<file path="src/rtl/zchf_pkg.sv">
// zchf_pkg: widths, step codes and request types of the half-wave fill block
`timescale 1ns / 1ps
package zchf_pkg;

	localparam int COORD_W    = 32;
	localparam int SAMPLE_W   = 16;
	localparam int COUNT_W    = 16;

	localparam int IN_DATA_W  = ((COORD_W + SAMPLE_W + 7) / 8) * 8;
	localparam int OUT_DATA_W = ((COORD_W + SAMPLE_W + COUNT_W + 7) / 8) * 8;

	localparam int QPTR_W     = 1;
	localparam int QDEPTH     = 1 << QPTR_W;
	localparam int DIV_CNT_W  = $clog2(COORD_W + 1);

	// result steps of one item, in output order
	localparam int NSTEP       = 6;
	localparam int STEP_FBASE  = 0;
	localparam int STEP_PREV   = 1;
	localparam int STEP_CROSS  = 2;
	localparam int STEP_LPT    = 3;
	localparam int STEP_LBASE  = 4;
	localparam int STEP_SUM    = 5;

	localparam logic KIND_POINT   = 1'b0;
	localparam logic KIND_SUMMARY = 1'b1;

	typedef logic signed [COORD_W-1:0]  coord_t;
	typedef logic signed [SAMPLE_W-1:0] sample_t;
	typedef logic [COUNT_W-1:0]         count_t;

	typedef struct packed {
		logic              first;
		logic [NSTEP-1:0]  steps;
		coord_t            x;
		sample_t           y;
		coord_t            px;
		sample_t           py;
	} cmd_t;

	typedef struct packed {
		coord_t  x0;
		sample_t y0;
		coord_t  x1;
		sample_t y1;
	} div_req_t;

	typedef struct packed {
		logic    kind;
		coord_t  x;
		sample_t y;
		count_t  count;
		logic    last;
	} result_t;

	function automatic logic is_selected(sample_t y, logic pol);
		logic neg;
		logic pos;
		neg = y[SAMPLE_W-1];
		pos = !y[SAMPLE_W-1] && (y != '0);
		return pol ? neg : pos;
	endfunction

endpackage

</file>
<file path="src/rtl/zero_crossing_halfwave_fill.sv">
// zero_crossing_halfwave_fill: top level of the half-wave polygon fill block
//
//   channel  dir  tdata (low bit up)                    tuser          tlast
//   s_axis   in   sample_x[31:0] sample_y[47:32]        first_sample   last_sample
//   m_axis   out  out_x[31:0] out_y[47:32] count[63:48] result_kind    last_of_item
//   cfg      in   cfg_wr_data = polarity_select         -              -
//
// front takes one sample a cycle while the queue has room; the back pops a queued request once
// the steps of the last one are done and then gives one result a cycle while m_axis is free.
// a crossing comes from a bit-serial unit started at the pop; its result waits while the unit
// is busy, and the previous point goes out in the meantime.
// arst_n clears polarity, previous sample, count, queue and output valid; no clear pass.
// m_axis stalls hold the result register and back up through the queue to s_axis.
`timescale 1ns / 1ps
module zero_crossing_halfwave_fill import zchf_pkg::*; (
	input  logic                  clk,
	input  logic                  arst_n,
	input  logic                  cfg_wr_en,
	input  logic                  cfg_wr_data,
	input  logic                  s_axis_tvalid,
	output logic                  s_axis_tready,
	input  logic [IN_DATA_W-1:0]  s_axis_tdata,   // sample_x, sample_y
	input  logic                  s_axis_tuser,   // first_sample
	input  logic                  s_axis_tlast,
	output logic                  m_axis_tvalid,
	input  logic                  m_axis_tready,
	output logic [OUT_DATA_W-1:0] m_axis_tdata,   // out_x, out_y, point_count
	output logic                  m_axis_tuser,   // result_kind
	output logic                  m_axis_tlast
);

	logic     q_full;
	logic     q_empty;
	logic     push;
	logic     pop;
	cmd_t     push_cmd;
	cmd_t     head;
	logic     div_start;
	logic     div_busy;
	div_req_t div_req;
	coord_t   div_result;
	result_t  res;

	zchf_front u_front (
		.clk         (clk),
		.arst_n      (arst_n),
		.cfg_wr_en   (cfg_wr_en),
		.cfg_wr_data (cfg_wr_data),
		.in_valid    (s_axis_tvalid),
		.in_ready    (s_axis_tready),
		.in_x        (s_axis_tdata[COORD_W-1:0]),
		.in_y        (s_axis_tdata[COORD_W +: SAMPLE_W]),
		.in_first    (s_axis_tuser),
		.in_last     (s_axis_tlast),
		.q_full      (q_full),
		.push        (push),
		.push_cmd    (push_cmd)
	);

	zchf_queue u_queue (
		.clk      (clk),
		.arst_n   (arst_n),
		.push     (push),
		.push_cmd (push_cmd),
		.full     (q_full),
		.pop      (pop),
		.empty    (q_empty),
		.head     (head)
	);

	zchf_div u_div (
		.clk    (clk),
		.arst_n (arst_n),
		.start  (div_start),
		.req    (div_req),
		.busy   (div_busy),
		.result (div_result)
	);

	zchf_back u_back (
		.clk        (clk),
		.arst_n     (arst_n),
		.q_empty    (q_empty),
		.q_head     (head),
		.q_pop      (pop),
		.div_start  (div_start),
		.div_req    (div_req),
		.div_busy   (div_busy),
		.div_result (div_result),
		.out_valid  (m_axis_tvalid),
		.out_ready  (m_axis_tready),
		.out_res    (res)
	);

	assign m_axis_tdata = OUT_DATA_W'({res.count, res.y, res.x});
	assign m_axis_tuser = res.kind;
	assign m_axis_tlast = res.last;

endmodule

</file>
<file path="src/rtl/zchf_front.sv">
// zchf_front: takes samples, judges selection and builds the result steps
`timescale 1ns / 1ps
module zchf_front import zchf_pkg::*; (
	input  logic    clk,
	input  logic    arst_n,
	input  logic    cfg_wr_en,
	input  logic    cfg_wr_data,
	input  logic    in_valid,
	output logic    in_ready,
	input  coord_t  in_x,
	input  sample_t in_y,
	input  logic    in_first,
	input  logic    in_last,
	input  logic    q_full,
	output logic    push,
	output cmd_t    push_cmd
);

	logic    polarity_q;
	coord_t  prev_x_q;
	sample_t prev_y_q;
	logic    s0;
	logic    s1;

	assign in_ready = !q_full;
	assign push     = in_valid && in_ready;

	always_comb begin
		s0 = is_selected(prev_y_q, polarity_q);
		s1 = is_selected(in_y, polarity_q);
		push_cmd                    = '0;
		push_cmd.first              = in_first;
		push_cmd.x                  = in_x;
		push_cmd.y                  = in_y;
		push_cmd.px                 = prev_x_q;
		push_cmd.py                 = prev_y_q;
		push_cmd.steps[STEP_FBASE]  = in_first && s1 && !in_last;
		push_cmd.steps[STEP_PREV]   = !in_first && s0;
		push_cmd.steps[STEP_CROSS]  = !in_first && (s0 != s1);
		push_cmd.steps[STEP_LPT]    = in_last && s1;
		push_cmd.steps[STEP_LBASE]  = in_last && s1;
		push_cmd.steps[STEP_SUM]    = in_last;
	end

	always_ff @(posedge clk or negedge arst_n) begin
		if (!arst_n) begin
			polarity_q <= 1'b0;
			prev_x_q   <= '0;
			prev_y_q   <= '0;
		end else begin
			if (cfg_wr_en) begin
				polarity_q <= cfg_wr_data;
			end
			if (push) begin
				prev_x_q <= in_x;
				prev_y_q <= in_y;
			end
		end
	end

endmodule

</file>
<file path="src/rtl/zchf_queue.sv">
// zchf_queue: short queue of step requests between front and back
`timescale 1ns / 1ps
module zchf_queue import zchf_pkg::*; (
	input  logic clk,
	input  logic arst_n,
	input  logic push,
	input  cmd_t push_cmd,
	output logic full,
	input  logic pop,
	output logic empty,
	output cmd_t head
);

	cmd_t              mem_q [QDEPTH];
	logic [QPTR_W-1:0] wr_ptr_q;
	logic [QPTR_W-1:0] rd_ptr_q;
	logic [QPTR_W:0]   fill_q;

	assign full  = (fill_q == (QPTR_W + 1)'(QDEPTH));
	assign empty = (fill_q == '0);
	assign head  = mem_q[rd_ptr_q];

	always_ff @(posedge clk) begin
		if (push) begin
			mem_q[wr_ptr_q] <= push_cmd;
		end
	end

	always_ff @(posedge clk or negedge arst_n) begin
		if (!arst_n) begin
			wr_ptr_q <= '0;
			rd_ptr_q <= '0;
			fill_q   <= '0;
		end else begin
			if (push) begin
				wr_ptr_q <= wr_ptr_q + 1'b1;
			end
			if (pop) begin
				rd_ptr_q <= rd_ptr_q + 1'b1;
			end
			if (push && !pop) begin
				fill_q <= fill_q + 1'b1;
			end else if (pop && !push) begin
				fill_q <= fill_q - 1'b1;
			end
		end
	end

endmodule

</file>
<file path="src/rtl/zchf_div.sv">
// zchf_div: bit-serial crossing unit, x0 +/- floor(|y0|*|dx|/|y0-y1|)
`timescale 1ns / 1ps
module zchf_div import zchf_pkg::*; (
	input  logic     clk,
	input  logic     arst_n,
	input  logic     start,
	input  div_req_t req,
	output logic     busy,
	output coord_t   result
);

	logic signed [COORD_W:0]  dx;
	logic signed [SAMPLE_W:0] den;
	logic signed [SAMPLE_W:0] y0_ext;
	logic [COORD_W:0]         adx_full;
	logic [SAMPLE_W:0]        ad_full;
	logic [SAMPLE_W:0]        ay_full;
	logic                     sub_start;

	logic [COORD_W-1:0]       adx_q;
	logic [COORD_W-1:0]       q_q;
	logic [SAMPLE_W-1:0]      r_q;
	logic [SAMPLE_W-1:0]      ay_q;
	logic [SAMPLE_W-1:0]      ad_q;
	coord_t                   x0_q;
	logic                     sub_q;
	logic [DIV_CNT_W-1:0]     cnt_q;
	logic                     busy_q;

	logic [SAMPLE_W+1:0]      t0;
	logic [SAMPLE_W+1:0]      t1;
	logic [SAMPLE_W+1:0]      t2;
	logic [SAMPLE_W+1:0]      ad_ext;
	logic                     ge0;
	logic                     ge1;
	logic [COORD_W-1:0]       q_next;

	assign busy   = busy_q;
	assign result = sub_q ? (x0_q - q_q) : (x0_q + q_q);

	// operand magnitudes and sign of the correction
	always_comb begin
		dx       = {req.x1[COORD_W-1], req.x1} - {req.x0[COORD_W-1], req.x0};
		y0_ext   = {req.y0[SAMPLE_W-1], req.y0};
		den      = y0_ext - {req.y1[SAMPLE_W-1], req.y1};
		adx_full = dx[COORD_W] ? -dx : dx;
		ad_full  = den[SAMPLE_W] ? -den : den;
		ay_full  = y0_ext[SAMPLE_W] ? -y0_ext : y0_ext;
		sub_start = ((req.y0 != '0) && (req.y0[SAMPLE_W-1] != den[SAMPLE_W])) ^ dx[COORD_W];
	end

	// one dividend bit per cycle, quotient digit 0..2 since |y0| <= |den|
	always_comb begin
		ad_ext = {2'b00, ad_q};
		t0     = {1'b0, r_q, 1'b0} + (adx_q[COORD_W-1] ? {2'b00, ay_q} : '0);
		ge0    = (ad_q != '0) && (t0 >= ad_ext);
		t1     = ge0 ? (t0 - ad_ext) : t0;
		ge1    = (ad_q != '0) && (t1 >= ad_ext);
		t2     = ge1 ? (t1 - ad_ext) : t1;
		q_next = {q_q[COORD_W-2:0], 1'b0} + COORD_W'(ge0) + COORD_W'(ge1);
	end

	always_ff @(posedge clk) begin
		if (start) begin
			adx_q <= adx_full[COORD_W-1:0];
			ay_q  <= ay_full[SAMPLE_W-1:0];
			ad_q  <= ad_full[SAMPLE_W-1:0];
			x0_q  <= req.x0;
			sub_q <= sub_start;
			q_q   <= '0;
			r_q   <= '0;
		end else if (busy_q) begin
			adx_q <= {adx_q[COORD_W-2:0], 1'b0};
			q_q   <= q_next;
			r_q   <= t2[SAMPLE_W-1:0];
		end
	end

	always_ff @(posedge clk or negedge arst_n) begin
		if (!arst_n) begin
			busy_q <= 1'b0;
			cnt_q  <= '0;
		end else if (start) begin
			busy_q <= 1'b1;
			cnt_q  <= DIV_CNT_W'(COORD_W);
		end else if (busy_q) begin
			cnt_q  <= cnt_q - 1'b1;
			busy_q <= (cnt_q != DIV_CNT_W'(1));
		end
	end

endmodule

</file>
<file path="src/rtl/zchf_back.sv">
// zchf_back: walks the steps of each request and drives the result register
`timescale 1ns / 1ps
module zchf_back import zchf_pkg::*; (
	input  logic     clk,
	input  logic     arst_n,
	input  logic     q_empty,
	input  cmd_t     q_head,
	output logic     q_pop,
	output logic     div_start,
	output div_req_t div_req,
	input  logic     div_busy,
	input  coord_t   div_result,
	output logic     out_valid,
	input  logic     out_ready,
	output result_t  out_res
);

	cmd_t             cmd_q;
	logic [NSTEP-1:0] pend_q;
	count_t           count_q;
	logic             out_valid_q;
	result_t          out_res_q;

	logic [NSTEP-1:0] pick;
	logic             out_free;
	logic             fire;
	count_t           count_inc;
	result_t          res;

	assign out_valid = out_valid_q;
	assign out_res   = out_res_q;

	assign q_pop     = (pend_q == '0) && !q_empty;
	assign div_start = q_pop && q_head.steps[STEP_CROSS];
	assign div_req   = '{x0: q_head.px, y0: q_head.py, x1: q_head.x, y1: q_head.y};

	always_comb begin
		pick      = pend_q & (~pend_q + NSTEP'(1));
		out_free  = !out_valid_q || out_ready;
		fire      = (pend_q != '0) && out_free && !(pick[STEP_CROSS] && div_busy);
		count_inc = (count_q == '1) ? count_q : count_q + 1'b1;

		res.kind  = pick[STEP_SUM] ? KIND_SUMMARY : KIND_POINT;
		if (pick[STEP_PREV]) begin
			res.x = cmd_q.px;
		end else if (pick[STEP_CROSS]) begin
			res.x = div_result;
		end else if (pick[STEP_SUM]) begin
			res.x = '0;
		end else begin
			res.x = cmd_q.x;
		end
		if (pick[STEP_PREV]) begin
			res.y = cmd_q.py;
		end else if (pick[STEP_LPT]) begin
			res.y = cmd_q.y;
		end else begin
			res.y = '0;
		end
		res.count = pick[STEP_SUM] ? count_q : count_inc;
		res.last  = ((pend_q & ~pick) == '0);
	end

	always_ff @(posedge clk) begin
		if (q_pop) begin
			cmd_q <= q_head;
		end
		if (fire) begin
			out_res_q <= res;
		end
	end

	always_ff @(posedge clk or negedge arst_n) begin
		if (!arst_n) begin
			pend_q      <= '0;
			count_q     <= '0;
			out_valid_q <= 1'b0;
		end else begin
			if (q_pop) begin
				pend_q <= q_head.steps;
				if (q_head.first) begin
					count_q <= '0;
				end
			end else if (fire) begin
				pend_q <= pend_q & ~pick;
				if (!pick[STEP_SUM]) begin
					count_q <= count_inc;
				end
			end
			if (fire) begin
				out_valid_q <= 1'b1;
			end else if (out_ready) begin
				out_valid_q <= 1'b0;
			end
		end
	end

endmodule

</file>
<file path="config.mk">
export PLATFORM = sky130hd
export DESIGN_NAME = zero_crossing_halfwave_fill
export DESIGN_NICKNAME = d
export VERILOG_FILES = /design/src/rtl/zchf_pkg.sv /design/src/rtl/zero_crossing_halfwave_fill.sv /design/src/rtl/zchf_front.sv /design/src/rtl/zchf_queue.sv /design/src/rtl/zchf_div.sv /design/src/rtl/zchf_back.sv
export SDC_FILE = /design/constraint.sdc
export NUM_CORES = 1
export LEC_CHECK = 0
export BUFFER_PORTS_ARGS = -buffer_cell sky130_fd_sc_hd__buf_4
export CORE_ASPECT_RATIO = 0.8
export CORE_MARGIN = 2
export CORE_UTILIZATION = 63
export CTS_CLUSTER_SIZE = 12
export DETAILED_ROUTE_END_ITERATION = 10
export GPL_TIMING_DRIVEN = 0
export PLACE_DENSITY = 0.81
export SYNTH_ARGS = -nofsm -noshare
export SYNTH_HDL_FRONTEND = slang
export SYNTH_HIERARCHICAL = 1
export SYNTH_SLANG_ARGS = --single-unit
</file>
<file path="constraint.sdc">
create_clock -name clk -period 10.8 [get_ports clk]
set_input_delay 1.62 -clock clk [delete_from_list [all_inputs] [get_ports clk]]
set_output_delay 1.62 -clock clk [all_outputs]
set_load 0.005 [all_outputs]
</file>
==> metrics.md, run 1 <==
| Metric | Value |
|---|---|
| Outcome | `finished, final reports clean` |
| Slew Limit Fails | `0` |
| Most frequent cells in the layout | `edfxtp_1, buf_4, nor2_1` |
| Die ar. | `around 0.054 mm2` |
| Clock Tree Buf Depth | `3` |
| Final setup viols | `0` |
| Initial Util | `0.6415` |
| Startpoint Class | `flop` |
| Root buffer cell | `clkbuf_16` |
| Total core area | `0.05129 mm2` |
| Die W | `259.5 um` |
| Mapped cell area | `roughly 0.033 mm2` |
| Post-synth EDFFs | `465` |
| Seq cells post-synth | `about 600` |
| WL/cell | `22.51 um` |
| Clk Latency, worst-skew pair | `0.66 ns` |
| Initial antenna violation count | `10` |
| Routability Congestion | `0.9616` |
| Count of final hold-check violations | `0` |
| Ys Warns | `6` |
| Nets | `3249` |
| Drt first pass iters | `7` |
| Async set-reset flop share out of synthesis | `0.1393` |
| H-Tree Depth | `2` |
| Most Frequent Cell on Critical Path | `ha_1` |
| Final Non-Filler Cells | `~3.8k` |
| Crit-path leading delay family | `compound AO/OA/AOI/OAI gates` |
| Antenna viol nets, final | `0` |
| FF-to-FF End | `u_div/q_q[30]` |
| DRC viols | `0` |
| Post-synth cell types | `around 100` |
| Worst r2r path cells | `39` |
| Grt ovf | `0` |
| Worst EP arrival | `around 11 ns` |
| Vias in the first global route | `around 23k` |
| Share of cells above drive strength 1 | `0.2041` |
| Setup Buffers After CTS | `0` |
| Hold path cells | `0` |
| Period Utilization, post-route | `0.9317` |
| R2r startpoint | `u_div/adx_q[31]` |
| CTS tree | `yes` |
| Synth Net Count | `3051` |
| Largest net degree at the start of global routing | `84` |
| Routed vias/inst | `6.177` |
| Setup TNS | `0 ns` |
| Clock transition at path regs | `0.07 ns` |
| Post-Synthesis Cells | `2852` |
| Crit Path Class | `flop to flop` |
| Hold buffer count at cts | `0` |
| Avg Cell Area, Syn | `11.54 um2` |
| Row count | `74` |
| Clock sinks | `596` |
| I/O Buffers | `123` |
| Area grow syn2layout | `12.30%` |
| Worst Hold Path EP | `u_queue/mem_q[0][36]` |
| Maxcap violations | `0` |
| Min-Delay Path Class | `flop to flop` |
| Final WL | `between 80000 and 90000 um` |
| First-pass GRT wire length | `130100 um` |
| Tightest Pin Transition | `approximately 1 ns` |
| Fmax achieved | `99.38 MHz` |
| IO Count | `~120` |
| Post-CTS sizing | `0` |
| Final Critical Period | `10.06 ns` |
| Hold WS | `0.4717 ns` |
| Post-synthesis sequential area ratio | `0.5167` |
| CP max stage delay | `0.55 ns` |
| Die height | `208.4 um` |
| Crit. End Element | `flop` |
| Slowest library cell on the worst path | `o41ai_2` |
| Max-slew headroom | `0.3045` |
| Hold_sp | `u_front/prev_x_q[20]` |
| GRT Overall Usage | `0.3132` |
| Worst EP required | `11.34 ns` |
| CP Buf/Inv Count | `5` |
| Iter 0 DRT Violations | `2508` |
| Hpwl dp | `62850 um` |
| Main synth FF type | `edfxtp_1` |
| Routed via count | `about 23k` |
| CP max FO | `14` |
| CTS Buf Count | `60` |
| RSZ-0062 raised after global routing | `false` |
| Commonest non-fill, non-tap cell in the layout | `edfxtp_1` |
| Skew final | `0.06844 ns` |
| Flop-to-flop setup slack | `0.74 ns` |
| Dpl cells | `3672` |
flip-flops by register name, summed over array words and instances (netlist names), 2 cells and up:
signal / flops
u_div/r_q: 16
u_back/count_q: 16
u_back/pend_q: 6
u_div/adx_q: 32
u_back/cmd_q: 96
u_div/q_q: 32
u_div/ad_q: 16
u_back/out_res: 66
u_queue/mem_q: 206
u_queue/fill_q: 2
u_div/cnt_q: 6
u_div/x0_q: 32
u_div/ay_q: 16
u_front/prev_x_q: 32
u_front/prev_y_q: 16
through the flow:
step	area [um2]	setup slack, ns	util
after CTS	36890	0.2874	0.7193
final	36950	0.7376	0.7204
after detailed placement	35000	0.3675	0.6824
after global placement	34680	-1.353	0.6761
after floorplan	32900	2.182	-
after global routing	36950	0.02359	0.7203
layout make-up:
cell class,instances,area [um2]
Antenna cell,4,10.01
Buffer,253,1623
Clock buffer,101,1737
Clock inverter,12,152.6
Fill cell,3455,14340
Inverter,132,499.2
Multi-Input combinational cell,1870,13810
Sequential cell,596,17000
Tap cell,684,855.8
Timing Repair Buffer,137,1257
worst reg2reg max path, delay by kind of cell, from the launching register on:
family	cells	cell delay [ns]
AO/OA/AOI/OAI	19	4.20
XOR/XNOR	2	0.40
adder cells (fa/ha/maj)	6	1.97
buffers and inverters	5	1.41
flip-flops	1	0.49
multiplexers	1	0.42
AND/OR/NAND/NOR	6	1.09
routing by layer:
| layer | GRT usage | wire length [um] | up-vias |
|---|---|---|---|
| met4 | 0.08740 | 2164 | 4 |
| met1 | 0.4646 | 37690 | 11420 |
| met5 | 0 | 24 | - |
| li1 | - | - | 10740 |
| met2 | 0.4632 | 36990 | 1094 |
| met3 | 0.07164 | 8410 | 145 |
synth_stat cells (all sizes together) (32+ instances only):
cell,n,share of area
inv,132,0.015
nor2,196,0.023
clkbuf,69,0.0082
xnor2,158,0.042
o21ai,121,0.018
edfxtp,465,0.42
nand2,192,0.022
ha,137,0.052
dfrtp,83,0.063
xor2,72,0.019
dfxtp,48,0.029
a21o,45,0.010
a21oi,156,0.024
mux2,165,0.063
nor3,56,0.0090
nand3,48,0.0073
a2bb2oi,32,0.0085
a211oi,45,0.010
buf,185,0.041
worst max path at each step:
stage / from / endpoint / cells after the start
after detailed placement: u_div/adx_q[31] / u_div/q_q[28] / 40
final: u_div/adx_q[31] / u_div/q_q[30] / 39
after global placement: u_back/pend_q[2] / u_div/adx_q[4] / 9
after global routing: u_div/adx_q[31] / u_div/q_q[26] / 39
after floorplan: u_back/pend_q[2] / u_div/adx_q[0] / 9
after CTS: u_div/adx_q[31] / u_div/q_q[26] / 40
cell families (layout without fill, tap and decap cells):
family	after synthesis	after routing	synth area share
buf+inv	386	635	0.06442
mux	185	185	0.06940
xor+xnor	230	230	0.06122
fa+ha+maj	144	144	0.05605
simple gates	711	711	0.1092
flops	596	596	0.5167
other cells	0	4	0
compound gates	600	600	0.1230
Power of run 1 is not shown: default switching activity piles up to over one toggle a cycle in this logic, so the estimate is an artifact.
==> run 2: changes to the inputs <==
Settings changed: CELL_PAD_IN_SITES_DETAIL_PLACEMENT set to 0, CELL_PAD_IN_SITES_GLOBAL_PLACEMENT set to 1, CORE_UTILIZATION 63 to 51, PLACE_DENSITY 0.81 to not set, PLACE_DENSITY_LB_ADDON set to 0.1.
==> metrics.md, run 2 (same netlist as run 1, synthesis figures left out) <==
| Metric | Value |
|---|---|
| CTS tree | `yes` |
| Iter 0 DRT Violations | `about 1.7k` |
| IO Count | `124` |
| Clk Latency, worst-skew pair | `0.64 ns` |
| Outcome | `finished, final reports clean` |
| Row count | `83` |
| R2r startpoint | `u_div/adx_q[31]` |
| Hpwl dp | `64180 um` |
| Final WL | `84490 um` |
| Tightest Pin Transition | `1.013 ns` |
| Root buffer cell | `clkbuf_16` |
| Worst r2r path cells | `39` |
| Count of final hold-check violations | `0` |
| Fmax achieved | `slightly above 100 MHz` |
| DRC viols | `0` |
| GRT Overall Usage | `0.2503` |
| Fillers | `roughly 5.3k` |
| Crit Path Class | `flop to flop` |
| Worst EP arrival | `10.34 ns` |
| Worst Hold Path EP | `u_queue/mem_q[1][34]` |
| Total core area | `0.06397 mm2` |
| Period Utilization, post-route | `0.9061` |
| Routed via count | `22.46k` |
| Drt first pass iters | `5` |
| Grt ovf | `0` |
| CP max FO | `14` |
| Die ar. | `0.06658 mm2` |
| Setup Buffers After CTS | `0` |
| Max-slew headroom | `0.3161` |
| I/O Buffers | `123` |
| Design Area, Final | `between 0.03 and 0.04 mm2` |
| FF-to-FF End | `u_div/q_q[26]` |
| Skew final | `0.04353 ns` |
| Commonest non-fill, non-tap cell in the layout | `edfxtp_1` |
| Finished Core Util | `0.5819` |
| Most Frequent Cell on Critical Path | `ha_1` |
| Routed vias/inst | `between 5 and 6` |
| Slew Limit Fails | `0` |
| Largest net degree at the start of global routing | `84` |
| Nets | `3251` |
| Initial Util | `0.5143` |
| Startpoint Class | `flop` |
| Hold_sp | `u_front/prev_x_q[18]` |
| Area post-placement | `0.03524 mm2` |
| Die height | `231.2 um` |
| CTS Buf Count | `61` |
| Initial antenna violation count | `4` |
| First-pass GRT wire length | `around 130000 um` |
| Max reg flops | `206` |
| Clock transition at path regs | `0.06 ns` |
| Post-CTS sizing | `0` |
| RSZ-0062 raised after global routing | `false` |
| Clock Tree Buf Depth | `3` |
| Maxcap violations | `0` |
| Min-Delay Path Class | `flop to flop` |
| Vias in the first global route | `around 22k` |
| Crit. End Element | `flop` |
| Hold path cells | `0` |
| Hold WS | `0.4598 ns` |
| Worst EP required | `11.36 ns` |
| Routability Congestion | `0.8822` |
| Die W | `288.0 um` |
| Share of cells above drive strength 1 | `0.2046` |
| Flop-to-flop setup slack | `1.01 ns` |
| WL/cell | `21.36 um` |
| Area grow syn2layout | `13.13%` |
| Antenna viol nets, final | `0` |
| Final setup viols | `0` |
| Most frequent cells in the layout | `edfxtp_1, buf_4, nor2_1` |
| Hold buffer count at cts | `0` |
| Final Critical Period | `9.786 ns` |
| Top reg by flops | `u_queue/mem_q` |
| Slowest library cell on the worst path | `edfxtp_1` |
| CP max stage delay | `0.48 ns` |
| Clock sinks | `596` |
| H-Tree Depth | `2` |
## run 2: cell types whose count changed in the layout (fill, tap and decap cells not counted), moves of 2 or more
cell / previous run / this run
diode_2: 4 / 2
bufinv_16: 1 / 3
clkinv_2: 4 / 8
clkinv_4: 2 / 0
clkbuf_8: 7 / 4
## run 2: worst max-delay path by stage
stage | endpoint | start | cells after the start
floorplan | u_div/adx_q[0] | u_back/pend_q[2] | 9
global placement | u_div/adx_q[6] | u_back/pend_q[2] | 9
detailed placement | u_div/q_q[26] | u_div/adx_q[31] | 40
CTS | u_div/q_q[26] | u_div/adx_q[31] | 40
global route | u_div/q_q[26] | u_div/adx_q[31] | 39
finish | u_div/q_q[26] | u_div/adx_q[31] | 39
## run 2: layer usage
| metal | part of all wire | wire, um | global-route usage |
|---|---|---|---|
| met1 | 0.49 | 41750 | 0.3873 |
| met2 | 0.41 | 35000 | 0.3573 |
| met3 | 0.075 | 6311 | 0.05719 |
| met4 | 0.017 | 1405 | 0.05117 |
| met5 | 0.00032 | 27 | 0 |
## run 2: stage by stage
step | setup TNS, ns | cells | setup WS (ns)
5_1_grt | 0 | 3954 | 0.1252
3_3_place_gp | -143.61 | 3825 | -1.780
4_1_cts | 0 | 3954 | 0.1659
2_1_floorplan | 0 | 2852 | 2.182
6_report | 0 | 3956 | 1.014
3_5_place_dp | 0 | 3839 | 0.1580
## run 2: critical path, delay by kind of cell, from the launching register on
family,cells,cell delay [ns]
AO/OA/AOI/OAI,19,4.03
XOR/XNOR,2,0.34
adder cells (fa/ha/maj),6,2.01
buffers and inverters,5,1.35
flip-flops,1,0.48
multiplexers,1,0.39
AND/OR/NAND/NOR,6,1.08
## run 2: cell type report
cell class / count / area [um2] / area share
Clock inverter: 17 / 209.0 / 0.005613
Buffer: 253 / 1623 / 0.04360
Tap cell: 850 / 1064 / 0.02857
Sequential cell: 596 / 17000 / 0.4567
Inverter: 132 / 499.2 / 0.01341
Multi-Input combinational cell: 1870 / 13820 / 0.3713
Antenna cell: 2 / 5.005 / 0.0001344
Timing Repair Buffer: 138 / 1285 / 0.03452
Clock buffer: 98 / 1717 / 0.04612
Power of run 2 is left out for the same reason.
